## src/hdl/spwc_pkg.sv

```systemverilog
// spwc_pkg: shared constants, codes and controller/datapath link types
// for the single page write-back cache; used by every file of the block but spwc_ram
package spwc_pkg;

   localparam int PAGE_WORDS_DEF = 512;
   localparam int ADDR_BITS_DEF  = 18;
   localparam int WORD_BITS_DEF  = 36;

   localparam int OP_BITS   = 3;
   localparam int KIND_BITS = 3;

   localparam logic [OP_BITS-1:0] OP_READ  = 3'd0;
   localparam logic [OP_BITS-1:0] OP_WRITE = 3'd1;
   localparam logic [OP_BITS-1:0] OP_TICK  = 3'd2;
   localparam logic [OP_BITS-1:0] OP_PULL  = 3'd3;
   localparam logic [OP_BITS-1:0] OP_FILL  = 3'd4;

   localparam logic [KIND_BITS-1:0] KIND_WRITE_ACK = 3'd0;
   localparam logic [KIND_BITS-1:0] KIND_READ_DATA = 3'd1;
   localparam logic [KIND_BITS-1:0] KIND_WB_NEEDED = 3'd2;
   localparam logic [KIND_BITS-1:0] KIND_WB_WORD   = 3'd3;
   localparam logic [KIND_BITS-1:0] KIND_FETCH     = 3'd4;
   localparam logic [KIND_BITS-1:0] KIND_ERROR     = 3'd5;

   localparam logic [1:0] PEND_READ  = 2'd0;
   localparam logic [1:0] PEND_WRITE = 2'd1;
   localparam logic [1:0] PEND_FLUSH = 2'd2;

   localparam logic [1:0] ASEL_REQ  = 2'd0;
   localparam logic [1:0] ASEL_CNT  = 2'd1;
   localparam logic [1:0] ASEL_PEND = 2'd2;

   localparam logic [1:0] PSEL_ZERO = 2'd0;
   localparam logic [1:0] PSEL_TAG  = 2'd1;
   localparam logic [1:0] PSEL_REQ  = 2'd2;
   localparam logic [1:0] PSEL_PEND = 2'd3;

   typedef struct packed {
      logic                 mem_we;
      logic [1:0]           waddr_sel;
      logic                 wdata_pend;
      logic [1:0]           raddr_sel;
      logic                 load_pending;
      logic                 cnt_clr;
      logic                 cnt_inc;
      logic                 load_tag;
      logic                 out_load;
      logic [KIND_BITS-1:0] out_kind;
      logic [1:0]           page_sel;
      logic                 index_cnt;
      logic                 data_rd;
      logic                 out_last;
   } cmd_type;

   typedef struct packed {
      logic tag_match;
      logic counter_last;
      logic out_free;
   } status_type;

endpackage

```

## src/hdl/spwc_ctrl.sv

```systemverilog
// spwc_ctrl: controller state machine, holds phase, valid, dirty and pending kind
// depends on spwc_pkg; drives the datapath by cmd_type, reads status_type
module spwc_ctrl (
   input  logic                         clock,
   input  logic                         reset,
   input  logic                         req_valid,
   input  logic [spwc_pkg::OP_BITS-1:0] req_op,
   output logic                         req_ready,
   input  spwc_pkg::status_type         status,
   output spwc_pkg::cmd_type            cmd
);
   localparam logic [2:0] S_ACCEPT   = 3'd0;
   localparam logic [2:0] S_RESP     = 3'd1;
   localparam logic [2:0] S_SECOND   = 3'd2;
   localparam logic [2:0] S_SERVE_RD = 3'd3;
   localparam logic [2:0] S_SERVE_WR = 3'd4;

   localparam logic [1:0] PH_IDLE  = 2'd0;
   localparam logic [1:0] PH_DRAIN = 2'd1;
   localparam logic [1:0] PH_FILL  = 2'd2;

   logic [2:0] state_ff, state_in;
   logic [1:0] phase_ff, phase_in;
   logic       valid_ff, valid_in;
   logic       dirty_ff, dirty_in;
   logic [1:0] pend_ff, pend_in;
   logic       resp_wb_ff, resp_wb_in;
   logic       accept;

   always_comb begin
      cmd        = '0;
      state_in   = state_ff;
      phase_in   = phase_ff;
      valid_in   = valid_ff;
      dirty_in   = dirty_ff;
      pend_in    = pend_ff;
      resp_wb_in = resp_wb_ff;
      req_ready  = (state_ff == S_ACCEPT) && status.out_free;
      accept     = req_valid && req_ready;
      case (state_ff)
         S_ACCEPT: begin
            if (accept) begin
               cmd.out_last = 1'b1;
               case (req_op)
                  spwc_pkg::OP_READ, spwc_pkg::OP_WRITE: begin
                     if (phase_ff != PH_IDLE) begin
                        cmd.out_load = 1'b1;
                        cmd.out_kind = spwc_pkg::KIND_ERROR;
                     end else if (valid_ff && status.tag_match) begin
                        if (req_op == spwc_pkg::OP_WRITE) begin
                           cmd.mem_we    = 1'b1;
                           cmd.waddr_sel = spwc_pkg::ASEL_REQ;
                           cmd.out_load  = 1'b1;
                           cmd.out_kind  = spwc_pkg::KIND_WRITE_ACK;
                           dirty_in      = 1'b1;
                        end else begin
                           cmd.raddr_sel = spwc_pkg::ASEL_REQ;
                           resp_wb_in    = 1'b0;
                           state_in      = S_RESP;
                        end
                     end else begin
                        cmd.load_pending = 1'b1;
                        cmd.cnt_clr      = 1'b1;
                        cmd.out_load     = 1'b1;
                        pend_in          = (req_op == spwc_pkg::OP_WRITE) ?
                                           spwc_pkg::PEND_WRITE : spwc_pkg::PEND_READ;
                        if (valid_ff && dirty_ff) begin
                           phase_in     = PH_DRAIN;
                           cmd.out_kind = spwc_pkg::KIND_WB_NEEDED;
                           cmd.page_sel = spwc_pkg::PSEL_TAG;
                        end else begin
                           valid_in     = 1'b0;
                           dirty_in     = 1'b0;
                           phase_in     = PH_FILL;
                           cmd.out_kind = spwc_pkg::KIND_FETCH;
                           cmd.page_sel = spwc_pkg::PSEL_REQ;
                        end
                     end
                  end
                  spwc_pkg::OP_TICK: begin
                     if (phase_ff != PH_IDLE) begin
                        cmd.out_load = 1'b1;
                        cmd.out_kind = spwc_pkg::KIND_ERROR;
                     end else if (valid_ff && dirty_ff) begin
                        pend_in      = spwc_pkg::PEND_FLUSH;
                        cmd.cnt_clr  = 1'b1;
                        phase_in     = PH_DRAIN;
                        cmd.out_load = 1'b1;
                        cmd.out_kind = spwc_pkg::KIND_WB_NEEDED;
                        cmd.page_sel = spwc_pkg::PSEL_TAG;
                     end else begin
                        valid_in = 1'b0;
                        dirty_in = 1'b0;
                     end
                  end
                  spwc_pkg::OP_PULL: begin
                     if (phase_ff != PH_DRAIN) begin
                        cmd.out_load = 1'b1;
                        cmd.out_kind = spwc_pkg::KIND_ERROR;
                     end else begin
                        cmd.raddr_sel = spwc_pkg::ASEL_CNT;
                        resp_wb_in    = 1'b1;
                        state_in      = S_RESP;
                     end
                  end
                  spwc_pkg::OP_FILL: begin
                     if (phase_ff != PH_FILL) begin
                        cmd.out_load = 1'b1;
                        cmd.out_kind = spwc_pkg::KIND_ERROR;
                     end else begin
                        cmd.mem_we    = 1'b1;
                        cmd.waddr_sel = spwc_pkg::ASEL_CNT;
                        if (!status.counter_last) begin
                           cmd.cnt_inc = 1'b1;
                        end else begin
                           cmd.cnt_clr  = 1'b1;
                           cmd.load_tag = 1'b1;
                           phase_in     = PH_IDLE;
                           valid_in     = 1'b1;
                           dirty_in     = 1'b0;
                           state_in     = (pend_ff == spwc_pkg::PEND_WRITE) ?
                                          S_SERVE_WR : S_SERVE_RD;
                        end
                     end
                  end
                  default: begin
                     cmd.out_load = 1'b1;
                     cmd.out_kind = spwc_pkg::KIND_ERROR;
                  end
               endcase
            end
         end
         S_RESP: begin
            cmd.out_load = 1'b1;
            cmd.data_rd  = 1'b1;
            cmd.out_last = 1'b1;
            state_in     = S_ACCEPT;
            if (resp_wb_ff) begin
               cmd.out_kind  = spwc_pkg::KIND_WB_WORD;
               cmd.index_cnt = 1'b1;
               if (status.counter_last) begin
                  cmd.cnt_clr = 1'b1;
                  valid_in    = 1'b0;
                  dirty_in    = 1'b0;
                  if (pend_ff == spwc_pkg::PEND_FLUSH) begin
                     phase_in = PH_IDLE;
                  end else begin
                     phase_in     = PH_FILL;
                     cmd.out_last = 1'b0;
                     state_in     = S_SECOND;
                  end
               end else begin
                  cmd.cnt_inc = 1'b1;
               end
            end else begin
               cmd.out_kind = spwc_pkg::KIND_READ_DATA;
            end
         end
         S_SECOND: begin
            if (status.out_free) begin
               cmd.out_load = 1'b1;
               cmd.out_kind = spwc_pkg::KIND_FETCH;
               cmd.page_sel = spwc_pkg::PSEL_PEND;
               cmd.out_last = 1'b1;
               state_in     = S_ACCEPT;
            end
         end
         S_SERVE_RD: begin
            cmd.raddr_sel = spwc_pkg::ASEL_PEND;
            resp_wb_in    = 1'b0;
            state_in      = S_RESP;
         end
         S_SERVE_WR: begin
            cmd.mem_we     = 1'b1;
            cmd.waddr_sel  = spwc_pkg::ASEL_PEND;
            cmd.wdata_pend = 1'b1;
            cmd.out_load   = 1'b1;
            cmd.out_kind   = spwc_pkg::KIND_WRITE_ACK;
            cmd.out_last   = 1'b1;
            dirty_in       = 1'b1;
            state_in       = S_ACCEPT;
         end
         default: begin
            state_in = S_ACCEPT;
         end
      endcase
   end

   always_ff @(posedge clock) begin
      if (reset) begin
         state_ff   <= S_ACCEPT;
         phase_ff   <= PH_IDLE;
         valid_ff   <= 1'b0;
         dirty_ff   <= 1'b0;
         pend_ff    <= spwc_pkg::PEND_READ;
         resp_wb_ff <= 1'b0;
      end else begin
         state_ff   <= state_in;
         phase_ff   <= phase_in;
         valid_ff   <= valid_in;
         dirty_ff   <= dirty_in;
         pend_ff    <= pend_in;
         resp_wb_ff <= resp_wb_in;
      end
   end
endmodule

```

## config.mk

```make
export PLATFORM = sky130hd
export DESIGN_NAME = spwc_ctrl
export DESIGN_NICKNAME = d
export VERILOG_FILES = /design/src/hdl/spwc_pkg.sv /design/src/hdl/spwc_ctrl.sv
export SDC_FILE = /design/constraint.sdc
export NUM_CORES = 1
export LEC_CHECK = 0
export BUFFER_PORTS_ARGS = -buffer_cell sky130_fd_sc_hd__buf_4
export CELL_PAD_IN_SITES_DETAIL_PLACEMENT = 1
export CELL_PAD_IN_SITES_GLOBAL_PLACEMENT = 1
export CORE_MARGIN = 4
export CORE_UTILIZATION = 36
export CTS_CLUSTER_DIAMETER = 200
export DETAILED_ROUTE_END_ITERATION = 16
export GPL_TIMING_DRIVEN = 0
export HOLD_SLACK_MARGIN = 0.08
export PLACE_DENSITY_LB_ADDON = 0.2
export SYNTH_ARGS = -nofsm -noshare
export SYNTH_HDL_FRONTEND = slang
export SYNTH_SLANG_ARGS = --single-unit
```

## constraint.sdc

```tcl
create_clock -name clock -period 1.98 [get_ports clock]
set_clock_uncertainty 0.2 [all_clocks]
set_input_delay 0.396 -clock clock [delete_from_list [all_inputs] [get_ports clock]]
set_output_delay 0.396 -clock clock [all_outputs]
set_load 0.05 [all_outputs]
```

Word level (Yosys, flattened, before mapping)
Cells that the tools add are included.

word-level totals
  bits in registers = 10
  latch bits = 0
  memory bits (read-only) = 0
  output and inout bits = 20
  word-level logic and storage cells = 170
  memories kept = 0
  bits of input ports = 9
  RAM bits = 0

operators by class
  shift-type cells = 0
  reductions and logical operators = 18
  equal/unequal tests = 33
  magnitude comparators = 0
  bitwise gates (word level) = 0
  add/subtract/negate cells = 0
  mux-type cells = 113
  div/mod/pow operators = 0
  $mul = 0

operators with widths
  operator                                                          number
  2-bit 2-to-1 mux                                                  27
  3-bit 2-to-1 mux                                                  15
  1-bit 2-to-1 mux                                                  39
  4-bit case mux with 4 select lines                                2
  2-bit case mux with 2 select lines                                7
  3-bit != test (second input constant)                             9
  4-bit 2-to-1 mux                                                  6
  2-bit != test (second input constant)                             9
  7-bit AND reduction                                               2
  3-bit by 2-bit == test with 1-bit output (second input constant)  4
  12-bit 2-to-1 mux                                                 1
  6-bit 2-to-1 mux                                                  2
  1-bit case mux with 3 select lines                                4
  3-bit case mux with 2 select lines                                2
  3-bit case mux with 4 select lines                                1
  11-bit AND reduction                                              1
  10-bit AND reduction                                              1
  3-bit case mux with 3 select lines                                1
  9-bit AND reduction                                               1
  4-bit by 1-bit != test with 1-bit output (second input constant)  2
  8-bit AND reduction                                               1
  2-bit nonzero test                                                4
  3-bit by 1-bit == test with 1-bit output (second input constant)  2
  3-bit == test (second input constant)                             2
  other kinds (13)                                                  19

Longest topological paths before layout
  depth in word-level cells = 7
  depth in mapped cells = 8
  mapped depth without buffers = 7

Least setup slack after synthesis
OpenSTA, ideal clock, no wires.

  path kind = register to output
  start point = register state_ff[2]
  end point = output port cmd[10] (netlist bit)
  data required time = 1.384 ns
  buffers on the path = 2
  path slack = -1.462 ns
  arrival = 2.846 ns
  cell stages (with the launch flop) = 8
  cell sequence = dfxtp_1 -> buf_6 -> nor3_4 -> and2_1 -> buf_6 -> and3_2 -> a21oi_1 -> nor4_1

RTL lines
  item                    line              source
  from (decl)             spwc_ctrl.sv:22   logic [2:0] state_ff, state_in;
  from (signal assigned)  spwc_ctrl.sv:198  state_ff <= state_in;
  to (decl)               spwc_ctrl.sv:10   output spwc_pkg::cmd_type cmd

==> summary.txt <==
Drt
  • Met3 wire length: roughly 580 um
  • Met2 wire len: between 3000 and 4000 um
  • Initial DRC Count: approximately 130
  • Via/cell ratio: slightly below 7
  • DR WL/cell: ~27 um
  • Via Count: 1702
  • Post-DRT Antenna Nets: 0
  • Total wire length: 6920 um
  • Met1 Wirelength: between 2000 and 3000 um
  • Drc violations: 0
  • Initial DRT Pass Iterations: 4
  • Max layer used: met4

Floorplanning
  • Ports: 29
  • Starting density of the core: 0.384
  • DIE HEIGHT: roughly 63 um
  • FP Rows: 19
  • Die width: 62.9 um
  • Die area: 3960 um^2
  • Core ar.: around 2800 um^2

Synthesis
  • Ys flop type: dfxtp_1
  • Post-Syn Instances: 156
  • Post-synth EDFFs: 0
  • Mapped Nets: about 170
  • Ys Warns: 0
  • Synth Register Bits: 10
  • Sequential fraction of the synthesis area: 0.184
  • FFs w/ async S/R, synth: 0
  • Cell variety after synth: a little over 50
  • Mean Syn Cell Area: around 7.0 um^2
  • Mapped cell area: 1090 um^2

Critical path
  • Cell Chain, Critical Path: buf_6 > nor3_4 > buf_6 > nand2_4 > nor4_4 > nand4_1 > nand2_4 > buf_8
  • Crit path DAT: approximately 1.9 ns
  • CP max FO: 4
  • Critical path's slowest cell: dfxtp_2
  • CP Class: register to output pin
  • Max incr delay on CP: around 0.33 ns
  • Critical Path Sink Type: output pin
  • Critical path data required time: 1.38 ns
  • CP startpoint kind: register
  • Reg2Reg Setup Slack: -0.07 ns

Placed design
  • DP HPWL: roughly 3200 um
  • Placed Instance Area: approximately 1500 um^2
  • I/O Buffers: 27
  • DP Worst Slack: -0.496 ns
  • GP Congestion: about 0.94

STA
  • Worst Max-Slew Pin Slew: about 0.53 ns
  • Slew Limit Fails: 0
  • RSZ-0062 raised after global routing: true
  • Hold_ws: approximately 0.19 ns
  • Final min period: around 2.5 ns
  • # setup viols final: 25
  • Slew headroom: 0.645
  • Final-report hold violation count: 0
  • Worst Setup Slack, final: -0.531 ns
  • Fin crit share: 1.27
  • Timing-limited maximum frequency: 398 MHz

Global route
  • First-pass GRT wire length: between 7000 and 8000 um
  • Initial antenna violation count: 0
  • Largest net degree at the start of global routing: 11
  • Overall routing resource usage: 0.238
  • Vias in the first global route: around 1500
  • Grt total ovfl: 0

Run status
  • Failing checks: negative setup slack
  • Status: finished with violations

Clock network
  • Hold_buf cts: 0
  • Worst skew pair latency: between 0.2 and 0.3 ns
  • TritonCTS Buffers: 3
  • Max clock buf depth: 2
  • H-tree depth: 1
  • # clock sinks: 10
  • CTS tree: yes
  • Clock transition at path regs: 0.07 ns
  • Root buffer cell: clkbuf_4

Final layout
  • Final Cell Area: between 2000 and 2500 um^2
  • Layout Area Growth over Synthesis: 90.3%
  • Share of layout cells above drive strength 1: 0.597
  • Net count, final: ~230
  • Post-layout util: 0.731
  • Ant diodes: 0
  • Layout fillers: 288

Power
  • Max IR drop VDD: between 0.4 and 0.5 mV
  • Tot Pwr: roughly 690 uW
  • Cell Pwr Density: about 330 nW/um^2
  • Static Leakage: between 0.0008 and 0.0009 uW

Min path
  • HP Class: input pin to register

Job
  • Max Cap Viol: 0
## where the power goes
part / total (uW) / internal [uW] / switching (uW)
registers: 208 / 202 / 6.25
clock network: 185 / 112 / 73.7
logic: 294 / 119 / 175
## layer usage
metal	GRT usage	up-vias
met5	0	-
met4	0.0689	0
met3	0.0414	48
met2	0.410	123
met1	0.299	829
li1	-	702
## cells in the final DEF, fill, tap and decap left out, types with 3 or more instances in the layout
master	n
buf_4	38
buf_6	19
buf_8	12
nor2_1	10
o21ai_0	10
nand2_1	9
a21oi_1	6
nand2_2	5
a31oi_1	5
nor2_4	4
and2_4	4
nand2_4	4
nand2b_1	4
nand3_1	4
nand4_1	4
dfxtp_1	4
inv_1	3
nor2_2	3
nand3_2	3
nand3b_1	3
clkbuf_4	3
dfxtp_4	3
dfxtp_2	3
## sequential cells by signal (all words and copies together), names as in the netlist
signal	flops
valid_ff	1
state_ff	3
resp_wb_ff	1
pend_ff	2
dirty_ff	1
phase_ff	2
## final timing paths
kind | to | cells past startpoint | from
max reg2reg | dirty_ff | 9 | state_ff[0]
max | cmd[4] | 8 | state_ff[0]
min | state_ff[1] | 2 | status[0]
min reg2reg | pend_ff[1] | 2 | pend_ff[1]
## cells in the mapped netlist (all sizes together), types with 3 or more instances
cell type	number	share of area
nand2	18	0.065
nor2	17	0.059
o21ai	14	0.065
buf	10	0.067
dfxtp	10	0.18
nand3	9	0.046
a21oi	8	0.037
a31oi	6	0.035
and2	6	0.035
inv	6	0.021
nand2b	5	0.029
nand4	4	0.023
a211oi	3	0.021
nand3b	3	0.021
nor2b	3	0.017
nor3	3	0.024
## final cells by class
| type | instances | area [um^2] | area share |
|---|---|---|---|
| well taps | 31 | 38.8 | 0.0188 |
| clock buffers | 4 | 36.3 | 0.0176 |
| plain buffers | 8 | 75.1 | 0.0363 |
| multi-input cells | 129 | 1050 | 0.508 |
| inverters | 6 | 25.0 | 0.0121 |
| flip-flops and latches | 10 | 215 | 0.104 |
| repair buffers | 64 | 627 | 0.303 |
## worst max-delay path, delay by kind of cell (launching register included)
kind	cells	cell delay, ns
buffers and inverters	3	0.41
flip-flops	1	0.33
AND/OR/NAND/NOR	5	0.90
## cell families (layout without fill, tap and decap cells)
group                     after synthesis  after routing  share of synthesized area
DFF                                    10             10                      0.184
AOI/OAI and AO/OA                      47             47                      0.283
and+or+nand+nor                        78             78                      0.406
xor gates and xnor gates                2              2                     0.0161
muxes                                   2              2                     0.0196
buffers and inverters                  17             82                     0.0910
## metrics by stage
step           TNS (ns)  std cells
6_report          -5.93        252
3_3_place_gp      -3.99        214
4_1_cts           -5.60        233
5_1_grt           -7.51        252
3_5_place_dp      -4.17        214
2_1_floorplan     -2.87        156
## timing repair
item                       CTS  global route
pin swaps                   15             6
buffers inserted            15            25
setup endpoints to repair   19            23
resized for setup           43            50
No activity file was read; power rests on OpenSTA's default activity.
